==> config.mk <==
export PLATFORM = sky130hd
export DESIGN_NAME = websocket_frame_deframer
export DESIGN_NICKNAME = d
export VERILOG_FILES = /design/src/sv/wfd_pkg.sv /design/src/sv/wfd_front.sv /design/src/sv/wfd_queue.sv /design/src/sv/wfd_back.sv /design/src/sv/websocket_frame_deframer.sv
export SDC_FILE = /design/constraint.sdc
export NUM_CORES = 1
export LEC_CHECK = 0
export BUFFER_PORTS_ARGS = -buffer_cell sky130_fd_sc_hd__buf_2
export CAP_MARGIN = 20
export CORE_UTILIZATION = 40
export CTS_CLUSTER_SIZE = 16
export DETAILED_ROUTE_END_ITERATION = 10
export PLACE_DENSITY = 0.65
export SLEW_MARGIN = 20
export SYNTH_ARGS = -nofsm -noshare
export SYNTH_HDL_FRONTEND = slang
export SYNTH_HIERARCHICAL = 1
export SYNTH_SLANG_ARGS = --single-unit
==> constraint.sdc <==
create_clock -name aclk -period 5.3 [get_ports aclk]
set_input_delay 0.53 -clock aclk [delete_from_list [all_inputs] [get_ports aclk]]
set_output_delay 0.53 -clock aclk [all_outputs]
set_load 0.01 [all_outputs]
==> src/sv/wfd_pkg.sv <==
// Shared types and constants for the WebSocket frame deframer.
package wfd_pkg;

    localparam int QUEUE_DEPTH = 4;
    localparam int QPTR_W      = $clog2(QUEUE_DEPTH);
    localparam int QCNT_W      = $clog2(QUEUE_DEPTH + 1);

    localparam logic [6:0] LEN7_MASK  = 7'h7f;
    localparam logic [6:0] LEN7_EXT16 = 7'd126;
    localparam logic [6:0] LEN7_EXT64 = 7'd127;
    localparam logic [3:0] OPCODE_MASK = 4'h0f;
    localparam logic [3:0] EXT16_BYTES = 4'd2;
    localparam logic [3:0] EXT64_BYTES = 4'd8;

    localparam logic STATUS_OK        = 1'b0;
    localparam logic STATUS_NOT_ENOUGH = 1'b1;

    typedef struct packed {
        logic       has_byte;
        logic [7:0] in_byte;
        logic       buffer_last;
    } in_word_t;

    typedef struct packed {
        logic       data_valid;
        logic [7:0] payload_byte;
        logic       frame_end;
        logic       status;
        logic       fin;
        logic [3:0] opcode;
    } out_word_t;

    // Classified byte as handed from the parser to the output side.
    typedef struct packed {
        logic       dv;
        logic [7:0] raw;
        logic [7:0] key;
        logic       fe;
        logic       st;
        logic       fin;
        logic [3:0] op;
    } entry_t;

    typedef struct packed {
        logic   push;
        entry_t ent;
    } q_wr_t;

    typedef struct packed {
        logic   not_empty;
        entry_t head;
    } q_rd_t;

endpackage

==> src/sv/wfd_front.sv <==
// Header parser: tracks frame phase and classifies each accepted byte.
module wfd_front #(
    parameter int LENGTH_BITS = 64
) (
    input  logic               aclk,
    input  logic               aresetn,
    input  logic               s_valid,
    input  logic               q_room,
    input  wfd_pkg::in_word_t  s_data,
    output wfd_pkg::q_wr_t     q_wr
);

    typedef enum logic [2:0] {
        PH_HDR0,
        PH_HDR1,
        PH_EXT,
        PH_KEY,
        PH_PAY,
        PH_DONE
    } phase_t;

    phase_t                   phase_reg, phase_next;
    logic                     fin_reg, fin_next;
    logic [3:0]               op_reg, op_next;
    logic                     mask_reg, mask_next;
    logic [3:0]               ext_cnt_reg, ext_cnt_next;
    logic [LENGTH_BITS-1:0]   rem_reg, rem_next;
    logic [31:0]              key_reg, key_next;
    logic [1:0]               kidx_reg, kidx_next;

    logic                     accept;
    logic                     dv, fe, st;
    logic                     rep_fin;
    logic [3:0]               rep_op;
    logic [7:0]               b;
    logic [6:0]               len7;
    logic [1:0]               ksel;
    logic [7:0]               kbyte;
    logic [LENGTH_BITS-1:0]   ext_len;

    assign accept = s_valid && q_room;
    assign b      = s_data.in_byte;
    assign len7   = b[6:0] & wfd_pkg::LEN7_MASK;
    assign ksel   = 2'd3 - kidx_reg;
    assign kbyte  = key_reg[{ksel, 3'b000} +: 8];

    // Saturate once the next shift would push bits off the top.
    assign ext_len = (rem_reg[LENGTH_BITS-1 -: 8] != 8'd0) ? {LENGTH_BITS{1'b1}}
                   : {rem_reg[LENGTH_BITS-9:0], b};

    always_comb begin
        phase_next   = phase_reg;
        fin_next     = fin_reg;
        op_next      = op_reg;
        mask_next    = mask_reg;
        ext_cnt_next = ext_cnt_reg;
        rem_next     = rem_reg;
        key_next     = key_reg;
        kidx_next    = kidx_reg;
        dv           = 1'b0;
        fe           = 1'b0;
        st           = wfd_pkg::STATUS_OK;

        if (s_data.has_byte) begin
            case (phase_reg)
                PH_HDR0: begin
                    fin_next   = b[7];
                    op_next    = b[3:0] & wfd_pkg::OPCODE_MASK;
                    phase_next = PH_HDR1;
                end
                PH_HDR1: begin
                    mask_next = b[7];
                    key_next  = 32'd0;
                    kidx_next = 2'd0;
                    rem_next  = '0;
                    if (len7 == wfd_pkg::LEN7_EXT16) begin
                        ext_cnt_next = wfd_pkg::EXT16_BYTES;
                        phase_next   = PH_EXT;
                    end else if (len7 == wfd_pkg::LEN7_EXT64) begin
                        ext_cnt_next = wfd_pkg::EXT64_BYTES;
                        phase_next   = PH_EXT;
                    end else begin
                        rem_next = LENGTH_BITS'(len7);
                        if (b[7]) begin
                            phase_next = PH_KEY;
                        end else if (len7 == 7'd0) begin
                            phase_next = PH_DONE;
                            fe         = 1'b1;
                        end else begin
                            phase_next = PH_PAY;
                        end
                    end
                end
                PH_EXT: begin
                    rem_next     = ext_len;
                    ext_cnt_next = ext_cnt_reg - 4'd1;
                    if (ext_cnt_reg == 4'd1) begin
                        kidx_next = 2'd0;
                        if (mask_reg) begin
                            phase_next = PH_KEY;
                        end else if (ext_len == '0) begin
                            phase_next = PH_DONE;
                            fe         = 1'b1;
                        end else begin
                            phase_next = PH_PAY;
                        end
                    end
                end
                PH_KEY: begin
                    key_next  = {key_reg[23:0], b};
                    kidx_next = kidx_reg + 2'd1;
                    if (kidx_reg == 2'd3) begin
                        if (rem_reg == '0) begin
                            phase_next = PH_DONE;
                            fe         = 1'b1;
                        end else begin
                            phase_next = PH_PAY;
                        end
                    end
                end
                PH_PAY: begin
                    dv        = 1'b1;
                    kidx_next = kidx_reg + 2'd1;
                    rem_next  = rem_reg - LENGTH_BITS'(1);
                    // last payload byte closes the frame
                    if (rem_reg == LENGTH_BITS'(1)) begin
                        fe         = 1'b1;
                        phase_next = PH_DONE;
                    end
                end
                default: begin
                end
            endcase
        end

        rep_fin = fin_next;
        rep_op  = op_next;

        if (s_data.buffer_last) begin
            if (phase_next != PH_DONE) begin
                fe = 1'b1;
                st = wfd_pkg::STATUS_NOT_ENOUGH;
            end
            phase_next = PH_HDR0;
            fin_next   = 1'b0;
            op_next    = 4'd0;
        end
    end

    always_comb begin
        q_wr.push    = accept && (dv || fe);
        q_wr.ent.dv  = dv;
        q_wr.ent.raw = b;
        q_wr.ent.key = kbyte;
        q_wr.ent.fe  = fe;
        q_wr.ent.st  = st;
        q_wr.ent.fin = rep_fin;
        q_wr.ent.op  = rep_op;
    end

    always_ff @(posedge aclk) begin
        if (!aresetn) begin
            phase_reg   <= PH_HDR0;
            fin_reg     <= 1'b0;
            op_reg      <= 4'd0;
            mask_reg    <= 1'b0;
            ext_cnt_reg <= 4'd0;
            rem_reg     <= '0;
            key_reg     <= 32'd0;
            kidx_reg    <= 2'd0;
        end else if (accept) begin
            phase_reg   <= phase_next;
            fin_reg     <= fin_next;
            op_reg      <= op_next;
            mask_reg    <= mask_next;
            ext_cnt_reg <= ext_cnt_next;
            rem_reg     <= rem_next;
            key_reg     <= key_next;
            kidx_reg    <= kidx_next;
        end
    end

    a_ext_count_live: assert property (@(posedge aclk) disable iff (!aresetn)
        phase_reg == PH_EXT |-> ext_cnt_reg != 4'd0)
        else $error("extended length phase with no bytes left");

    a_pay_remaining: assert property (@(posedge aclk) disable iff (!aresetn)
        phase_reg == PH_PAY |-> rem_reg != '0)
        else $error("payload phase with zero bytes remaining");

endmodule

==> src/sv/wfd_queue.sv <==
// Short queue between the parser and the output stage.
module wfd_queue (
    input  logic            aclk,
    input  logic            aresetn,
    input  wfd_pkg::q_wr_t  q_wr,
    input  logic            pop,
    output logic            room,
    output wfd_pkg::q_rd_t  q_rd
);

    wfd_pkg::entry_t              mem [wfd_pkg::QUEUE_DEPTH];
    logic [wfd_pkg::QPTR_W-1:0]   wptr_reg, rptr_reg;
    logic [wfd_pkg::QCNT_W-1:0]   cnt_reg;
    logic                         do_pop;

    assign room         = cnt_reg != wfd_pkg::QCNT_W'(wfd_pkg::QUEUE_DEPTH);
    assign q_rd.not_empty = cnt_reg != '0;
    assign q_rd.head    = mem[rptr_reg];
    assign do_pop       = pop && q_rd.not_empty;

    always_ff @(posedge aclk) begin
        if (q_wr.push) begin
            mem[wptr_reg] <= q_wr.ent;
        end
    end

    always_ff @(posedge aclk) begin
        if (!aresetn) begin
            wptr_reg <= '0;
            rptr_reg <= '0;
            cnt_reg  <= '0;
        end else begin
            if (q_wr.push) begin
                wptr_reg <= wptr_reg + wfd_pkg::QPTR_W'(1);
            end
            if (do_pop) begin
                rptr_reg <= rptr_reg + wfd_pkg::QPTR_W'(1);
            end
            case ({q_wr.push, do_pop})
                2'b10:   cnt_reg <= cnt_reg + wfd_pkg::QCNT_W'(1);
                2'b01:   cnt_reg <= cnt_reg - wfd_pkg::QCNT_W'(1);
                default: cnt_reg <= cnt_reg;
            endcase
        end
    end

    a_no_overflow: assert property (@(posedge aclk) disable iff (!aresetn)
        q_wr.push |-> room)
        else $error("push into full queue");

    a_count_bound: assert property (@(posedge aclk) disable iff (!aresetn)
        cnt_reg <= wfd_pkg::QCNT_W'(wfd_pkg::QUEUE_DEPTH))
        else $error("queue count out of range");

endmodule

==> src/sv/wfd_back.sv <==
// Output stage: unmasks payload bytes and holds the result word for the sink.
module wfd_back (
    input  logic                aclk,
    input  logic                aresetn,
    input  wfd_pkg::q_rd_t      q_rd,
    output logic                pop,
    output logic                m_valid,
    input  logic                m_ready,
    output wfd_pkg::out_word_t  m_data
);

    logic                m_valid_reg;
    wfd_pkg::out_word_t  out_reg, out_next;

    assign pop     = q_rd.not_empty && (!m_valid_reg || m_ready);
    assign m_valid = m_valid_reg;
    assign m_data  = out_reg;

    always_comb begin
        out_next.data_valid   = q_rd.head.dv;
        out_next.payload_byte = q_rd.head.dv ? (q_rd.head.raw ^ q_rd.head.key) : 8'd0;
        out_next.frame_end    = q_rd.head.fe;
        out_next.status       = q_rd.head.fe ? q_rd.head.st : 1'b0;
        out_next.fin          = q_rd.head.fe ? q_rd.head.fin : 1'b0;
        out_next.opcode       = q_rd.head.fe ? q_rd.head.op : 4'd0;
    end

    always_ff @(posedge aclk) begin
        if (pop) begin
            out_reg <= out_next;
        end
    end

    always_ff @(posedge aclk) begin
        if (!aresetn) begin
            m_valid_reg <= 1'b0;
        end else if (pop) begin
            m_valid_reg <= 1'b1;
        end else if (m_ready) begin
            m_valid_reg <= 1'b0;
        end
    end

endmodule

==> src/sv/websocket_frame_deframer.sv <==
// WebSocket frame deframer: takes one buffer byte per word on s_ and emits
// unmasked payload bytes and a frame report on m_. It sustains one input word
// per clock cycle: the header parser settles each byte combinationally, and a
// four-word queue plus an output register separate it from the sink, so the
// input stalls only when the queue is full. A result word passes through the
// queue and the output register before it is presented on m_. Lengths wider
// than LENGTH_BITS saturate to all ones.
module websocket_frame_deframer #(
    parameter int LENGTH_BITS = 64
) (
    input  logic                aclk,
    input  logic                aresetn,
    input  logic                s_valid,
    output logic                s_ready,
    input  wfd_pkg::in_word_t   s_data,
    output logic                m_valid,
    input  logic                m_ready,
    output wfd_pkg::out_word_t  m_data
);

    wfd_pkg::q_wr_t  q_wr;
    wfd_pkg::q_rd_t  q_rd;
    logic            q_room;
    logic            pop;

    assign s_ready = q_room;

    wfd_front #(
        .LENGTH_BITS(LENGTH_BITS)
    ) u_front (
        .aclk    (aclk),
        .aresetn (aresetn),
        .s_valid (s_valid),
        .q_room  (q_room),
        .s_data  (s_data),
        .q_wr    (q_wr)
    );

    wfd_queue u_queue (
        .aclk    (aclk),
        .aresetn (aresetn),
        .q_wr    (q_wr),
        .pop     (pop),
        .room    (q_room),
        .q_rd    (q_rd)
    );

    wfd_back u_back (
        .aclk    (aclk),
        .aresetn (aresetn),
        .q_rd    (q_rd),
        .pop     (pop),
        .m_valid (m_valid),
        .m_ready (m_ready),
        .m_data  (m_data)
    );

endmodule

==> impl_results.md, run 1 <==
* GRT Total Usage at 18.84%
* FF+latch area at 5786 um^2
* Slew Limit Fails at 0
* CP max-delay cell: or4_1
* Initial antenna violation count at 0
* LEAKAGE at 4.244 nW
* Via count at 8892
* Placed cell area at 11810 um^2
* M1 GR Usage at 25.28%
* Die H at 171.4 um
* Max FFs per register at 96
* Worst path bufs/invs at 3
* M2 GR Usage at around a third
* Comb power frac at about 16%
* DRC Markers at 0
* Crit-path max FO at 8
* CTS tree: yes
* CTS root buf: clkbuf_16
* Drt total wl at roughly 28000 um
* Async SR Flop Fraction at 0%
* CTS Buf Count at 25
* Hold crit path type: in -> reg
* Vias in the first global route at about 8500
* Synth Register Bits at 233
* Largest net degree at the start of global routing at 74
* Post-synth EDFFs at 112
* Clock Tree Buf Depth at 3
* Startpoint Class: flop
* Clock sinks at 233
* GR peak layer: met2
* Quantity of I/O buffers inserted on ports at 31
* GP Congestion at 0.8512
* Core area at 28010 um^2
* Area of the multi-input gates at around 5100 um^2
* Maximum vdd drop at 0.2604 mV
* Final ANT Viol Nets at 0
* Via-to-Cell Ratio at 5.956
* Post-synthesis sequential area ratio at roughly half
* Clk slew on worst S/H paths at about 0.060 ns
* H-tree Lvls at 1
* Drt first pass iters at 6
* Filler Cells Inserted at 2531
* Post-Synthesis Cells at 1114
* Post-synth top area share at 29.31%
* Hpwl dp at 16870 um
* Tightest Pin Transition at roughly 1 ns
* Max cap viols at 0
* Met3 usage at 2.738%
* Net Count, Synth at 1140
* F_max at 238.8 MHz
* Switch Pwr at 1.216 mW
* Slew margin rel. at 34.17%
* Yosys warning total at 6
* WP data arrival at roughly 4.6 ns
* Largest delay share family, worst path: simple AND/OR/NAND/NOR gates
* Setup bufs post-CTS at 0
* RSZ-0062 raised after global routing: no
* Setup CP Type: reg -> reg
* Clock share of power at 39.2%
* Setup TNS at 0 ns
* Ys flop type: dfxtp_1
* Critical Path Sink Type: flop
* Initial Util at 40.96%
* Fin area at between 10000 and 15000 um^2
* Util after Layout at 45.25%
* Area growth from synthesis to layout at 10.48%
* Grt ovf at 0
* Global-route wire length before repair at around 45000 um
* Final Cycle Share at 79.01%
* Largest cells by area after synthesis: edfxtp_1, dfxtp_1, mux4_2
* Sequential power share at a little under half
* Pint at 3.345 mW
* Initial drt markers at 865
* Final setup violation count at 0
* PwrDens at 359.8 nW/um^2
* Share of cells above drive strength 1 at 13.36%
* Cell taking the most area after synthesis: edfxtp_1
* Die Span X at 171.4 um
* Fin. Hold Viols at 0
* Netlist cell types at 73
* Syn_area_per_cell at 10.30 um^2
* Post-CTS Hold Fix Bufs at 0
* Slowest stage delay, CP at between 0.6 and 0.7 ns
* # resized after CTS at 0
* # diodes at 0
* Most frequent cells in the layout: dfxtp_1, edfxtp_1, a21oi_1, nand2_1, o21ai_0
* Critical Path, Cell by Cell: or4_1 > or4_1 > nor4_1 > buf_4 > nand4_1 > a21oi_1 > o32ai_1 > inv_1 > ha_1 > inv_1 > fa_1 > xor2_1 > or3_1 > a21boi_0
* Top Ports at 32
* Mapped Area at between 10000 and 15000 um^2
* WP data required at 5.75 ns
* Row cnt at between 60 and 70
* Sw frac at 26.66%
* Status: complete, no violations
* Clock latency on the worst-skew pair at 0.53 ns
* Die area at 29360 um^2
* Most common cell after layout, fill and taps aside: dfxtp_1
* Final layout net count at about 1100
* Drt wl/cell at 18.43 um
* Clock skew at approximately 0.014 ns
* Post-layout min period at 4.188 ns
-- kinds of logic (layout without fill, tap and decap cells) --
logic type,count (synthesis),count (layout),synth area share [%]
and+or+nand+nor,364,364,16.36
adders and majority gates,12,12,1.374
AOI/OAI and AO/OA,316,316,17.97
xor gates and xnor gates,20,20,1.527
muxes,42,42,7.339
buffers and inverters,127,128,5.005
DFF,233,233,50.43
-- cell type report --
cell class,instances,area share [%]
clock inverter,19,1.609
timing repair buffer,53,2.586
clock buffer,27,5.074
tap,378,3.731
inverter,29,0.8587
multi-input combinational,754,40.50
sequential,233,45.64
-- synthesized netlist by cell type, drive strengths merged (4+ instances only) --
| master | n |
|---|---|
| edfxtp | 112 |
| inv | 29 |
| xnor2 | 5 |
| a31oi | 11 |
| mux4 | 32 |
| o21ai | 69 |
| o211a | 5 |
| o31ai | 5 |
| nor3b | 4 |
| o22ai | 5 |
| nand3 | 63 |
| dfxtp | 121 |
| o221ai | 4 |
| o31a | 7 |
| o21a | 7 |
| and3 | 4 |
| a22oi | 9 |
| or4 | 11 |
| and2 | 27 |
| buf | 26 |
| ha | 11 |
| a221oi | 26 |
| or3b | 5 |
| a221o | 15 |
| o41ai | 6 |
| nor4 | 24 |
| nor2b | 7 |
| a21oi | 103 |
| or3 | 7 |
| a211oi | 12 |
| clkbuf | 72 |
| mux2i | 5 |
| nor2 | 61 |
| nand4 | 12 |
| mux2 | 5 |
| nor3 | 45 |
| nand2 | 79 |
| a211o | 5 |
| o211ai | 7 |
| xor2 | 15 |
-- path summary, 6_finish.rpt --
| kind | from | endpoint | slack [ns] | cells past startpoint |
|---|---|---|---|---|
| setup / recovery | u_front/rem_reg[42]$_SDFFE_PN0P_ | u_queue/cnt_reg[2]$_SDFFE_PN0P_ | 1.11 | 14 |
| hold / removal | s_data[7] | u_queue/mem[2][21]$_DFFE_PP_ | 0.35 | 1 |
| setup reg to reg | u_front/rem_reg[42]$_SDFFE_PN0P_ | u_queue/cnt_reg[2]$_SDFFE_PN0P_ | 1.11 | 14 |
| hold reg to reg | u_front/key_reg[26]$_SDFFE_PN0P_ | u_front/key_reg[26]$_SDFFE_PN0P_ | 0.45 | 2 |
-- through the flow --
step | power [mW] | worst slack, ns | hold WS, ns | cells
after global placement | 2.798 | 1.260 | 0.4355 | 1446
after CTS | 4.603 | 1.131 | 0.3358 | 1492
after global routing | 4.758 | 0.8690 | 0.3399 | 1493
after detailed placement | 2.808 | 1.159 | 0.4436 | 1446
final | 4.561 | 1.112 | 0.3511 | 1493
after floorplan | 2.618 | 1.291 | 0.4290 | 1114
-- layer usage --
metal  up-vias  part of all wire [%]
li1       4223                     -
met2       308                    47
met3        41                   5.8
met1      4320                    45
met5         -                     0
met4         0                   1.8
-- power by group through the flow --
stage / logic [mW] / clock network [mW] / registers, mW
floorplan: 0.514 / 0 / 2.10
global placement: 0.698 / 0 / 2.10
detailed placement: 0.706 / 0 / 2.10
CTS: 0.711 / 1.83 / 2.06
global route: 0.783 / 1.90 / 2.08
finish: 0.710 / 1.79 / 2.06
No activity file was read; power rests on OpenSTA's default activity.
==> run 2: changes to the inputs <==
==> constraint.sdc (replaced) <==
create_clock -name aclk -period 3.9 [get_ports aclk]
set_input_delay 0.39 -clock aclk [delete_from_list [all_inputs] [get_ports aclk]]
set_output_delay 0.39 -clock aclk [all_outputs]
set_load 0.01 [all_outputs]
==> run 2 against run 1 <==
Maximum frequency up 13%. Cell count up 1.6%. Critical path type unchanged. First-iteration DRC count up 10%. Sequential power up 35%. Worst setup slack worse by 0.91 ns. Largest cell class unchanged.
==> impl_results.md, run 2 (synthesis results as in run 1) <==
* Placed insts at approximately 1500
* Vias in the first global route at 8486
* Via-to-Cell Ratio at 5.973
* LEAKAGE at 4.360 nW
* Drt first pass iters at 5
* CTS tree: yes
* Hold crit path type: in -> reg
* Hpwl dp at about 17000 um
* Initial antenna violation count at 0
* Grt ovf at 0
* WP data required at 4.35 ns
* Fin area at 12890 um^2
* # diodes at 0
* Slew margin rel. at about a quarter
* DRC Markers at 0
* Max cap viols at 0
* Startpoint Class: flop
* Maximum vdd drop at approximately 0.38 mV
* Final WS setup at 0.2049 ns
* H-tree Lvls at 1
* Die Span X at 171.4 um
* Max FFs per register at 96
* WHS Path Cells at 3
* Area growth from synthesis to layout at 12.31%
* RR Endpoint: u_queue/cnt_reg[2]$_SDFFE_PN0P_
* Crit-path max FO at 6
* Setup CP Type: reg -> reg
* CTS root buf: clkbuf_16
* Clock latency on the worst-skew pair at 0.54 ns
* Fin. Hold Viols at 0
* Drt wl/cell at 18.43 um
* WP data arrival at 4.15 ns
* Drt total wl at 27960 um
* FF+latch area at approximately 5800 um^2
* Global-route wire length before repair at 45220 um
* Worst r2r src: u_front/rem_reg[16]$_SDFFE_PN0P_
* Die area at 29360 um^2
* CTS Buf Count at 26
* PwrDens at 481.7 nW/um^2
* Share of cells above drive strength 1 at 15.28%
* Final Cycle Share at 94.75%
* Via count at a little over 9000
* Clock sinks at 233
* Filler Cells Inserted at between 2000 and 3000
* GP Congestion at 0.8114
* Final ANT Viol Nets at 0
* R2R Setup Slk at between 0.2 and 0.25 ns
* Dpl ws at approximately 0.13 ns
* Quantity of I/O buffers inserted on ports at 31
* Final layout net count at 1145
* Clock Tree Buf Depth at 3
* Top Ports at 32
* Tightest Pin Transition at 1.104 ns
* Initial drt markers at 955
* Setup TNS at 0 ns
* GRT Total Usage at 19.20%
* Worst Hold Endpoint: u_back/m_valid$_SDFFE_PN0P_
* Most common cell after layout, fill and taps aside: dfxtp_1
* Post-layout min period at 3.695 ns
* Core area at 28010 um^2
* Status: complete, no violations
* Cell depth of the worst flop-to-flop path at 13
* Initial Util at between 40% and 50%
* Critical Path Sink Type: flop
* Clock skew at between 0.009 and 0.01 ns
* Most frequent cells in the layout: dfxtp_1, edfxtp_1, a21oi_1, nand2_1, o21ai_0
* Largest net degree at the start of global routing at between 70 and 80
* Hold path startpoint: m_ready
* Row cnt at a little over 60
* Area of the multi-input gates at 5160 um^2
* Clk slew on worst S/H paths at 0.06 ns
* F_max at about 270 MHz
* Slew Limit Fails at 0
* Placed cell area at approximately 12000 um^2
* Finished Layout Cells at 1517
* Die H at 171.4 um
* Final setup violation count at 0
-- run 2: repair_timing --
item,4_1_cts,5_1_grt
buffers inserted,0,0
resized for setup,0,3
setup endpoints to repair,0,1
hold buffers,0,0
-- run 2: final cells by class --
cell class / count / area share, %
Clock inverter: 13 / 1.039
Tap cell: 378 / 3.670
Inverter: 29 / 0.8447
Timing Repair Buffer: 75 / 3.962
Sequential cell: 233 / 44.90
Multi-Input combinational cell: 754 / 40.04
Clock buffer: 35 / 5.544
-- run 2: where the power goes --
group          total, mW  internal (mW)  leakage [nW]  switching, mW
logic               1.02          0.394          1.92          0.621
registers           2.78           2.72          2.03         0.0634
clock network       2.41           1.42         0.404          0.990
-- run 2: worst max-delay path by stage --
stage | depth (start not counted) | startpoint | endpoint | slack (ns)
2_1_floorplan | 15 | u_front/rem_reg[42]$_SDFFE_PN0P_ | u_queue/cnt_reg[2]$_SDFFE_PN0P_ | 0.04
6_report | 13 | u_front/rem_reg[16]$_SDFFE_PN0P_ | u_queue/cnt_reg[2]$_SDFFE_PN0P_ | 0.20
4_1_cts | 14 | u_front/ext_cnt_reg[0]$_SDFFE_PN0P_ | u_queue/cnt_reg[2]$_SDFFE_PN0P_ | 0.12
3_5_place_dp | 14 | u_front/ext_cnt_reg[0]$_SDFFE_PN0P_ | u_queue/cnt_reg[2]$_SDFFE_PN0P_ | 0.13
3_3_place_gp | 14 | s_data[9] | u_queue/cnt_reg[2]$_SDFFE_PN0P_ | 0.25
5_1_grt | 14 | u_front/ext_cnt_reg[0]$_SDFFE_PN0P_ | u_queue/cnt_reg[2]$_SDFFE_PN0P_ | -0.01
-- run 2: worst max-delay path: stages (launching register included) --
cell	delay (ns)
dfxtp_1	0.36
or4_4	0.58
or4_4	0.53
nor2_1	0.27
nand4_1	0.18
a21oi_2	0.22
o32ai_1	0.14
inv_1	0.09
ha_1	0.18
inv_1	0.06
fa_1	0.37
xor2_1	0.16
or3_1	0.30
a21boi_0	0.18
-- run 2: metal layers --
| metal | GRT usage [%] | up-vias | part of all wire [%] |
|---|---|---|---|
| li1 | - | 4266 | - |
| met1 | 25.86 | 4422 | 44 |
| met2 | 32.08 | 329 | 48 |
| met3 | 2.738 | 44 | 6.0 |
| met4 | 5.396 | 0 | 1.9 |
| met5 | 0 | - | 0 |
-- run 2: through the flow --
step,power [mW],hold WS [ns],util (%)
after floorplan,3.560,0.4290,-
after global placement,3.832,0.4351,42.88
after detailed placement,3.842,0.4449,42.88
after CTS,6.251,0.1692,45.91
after global routing,6.472,0.1788,46.00
final,6.207,0.1912,46.00
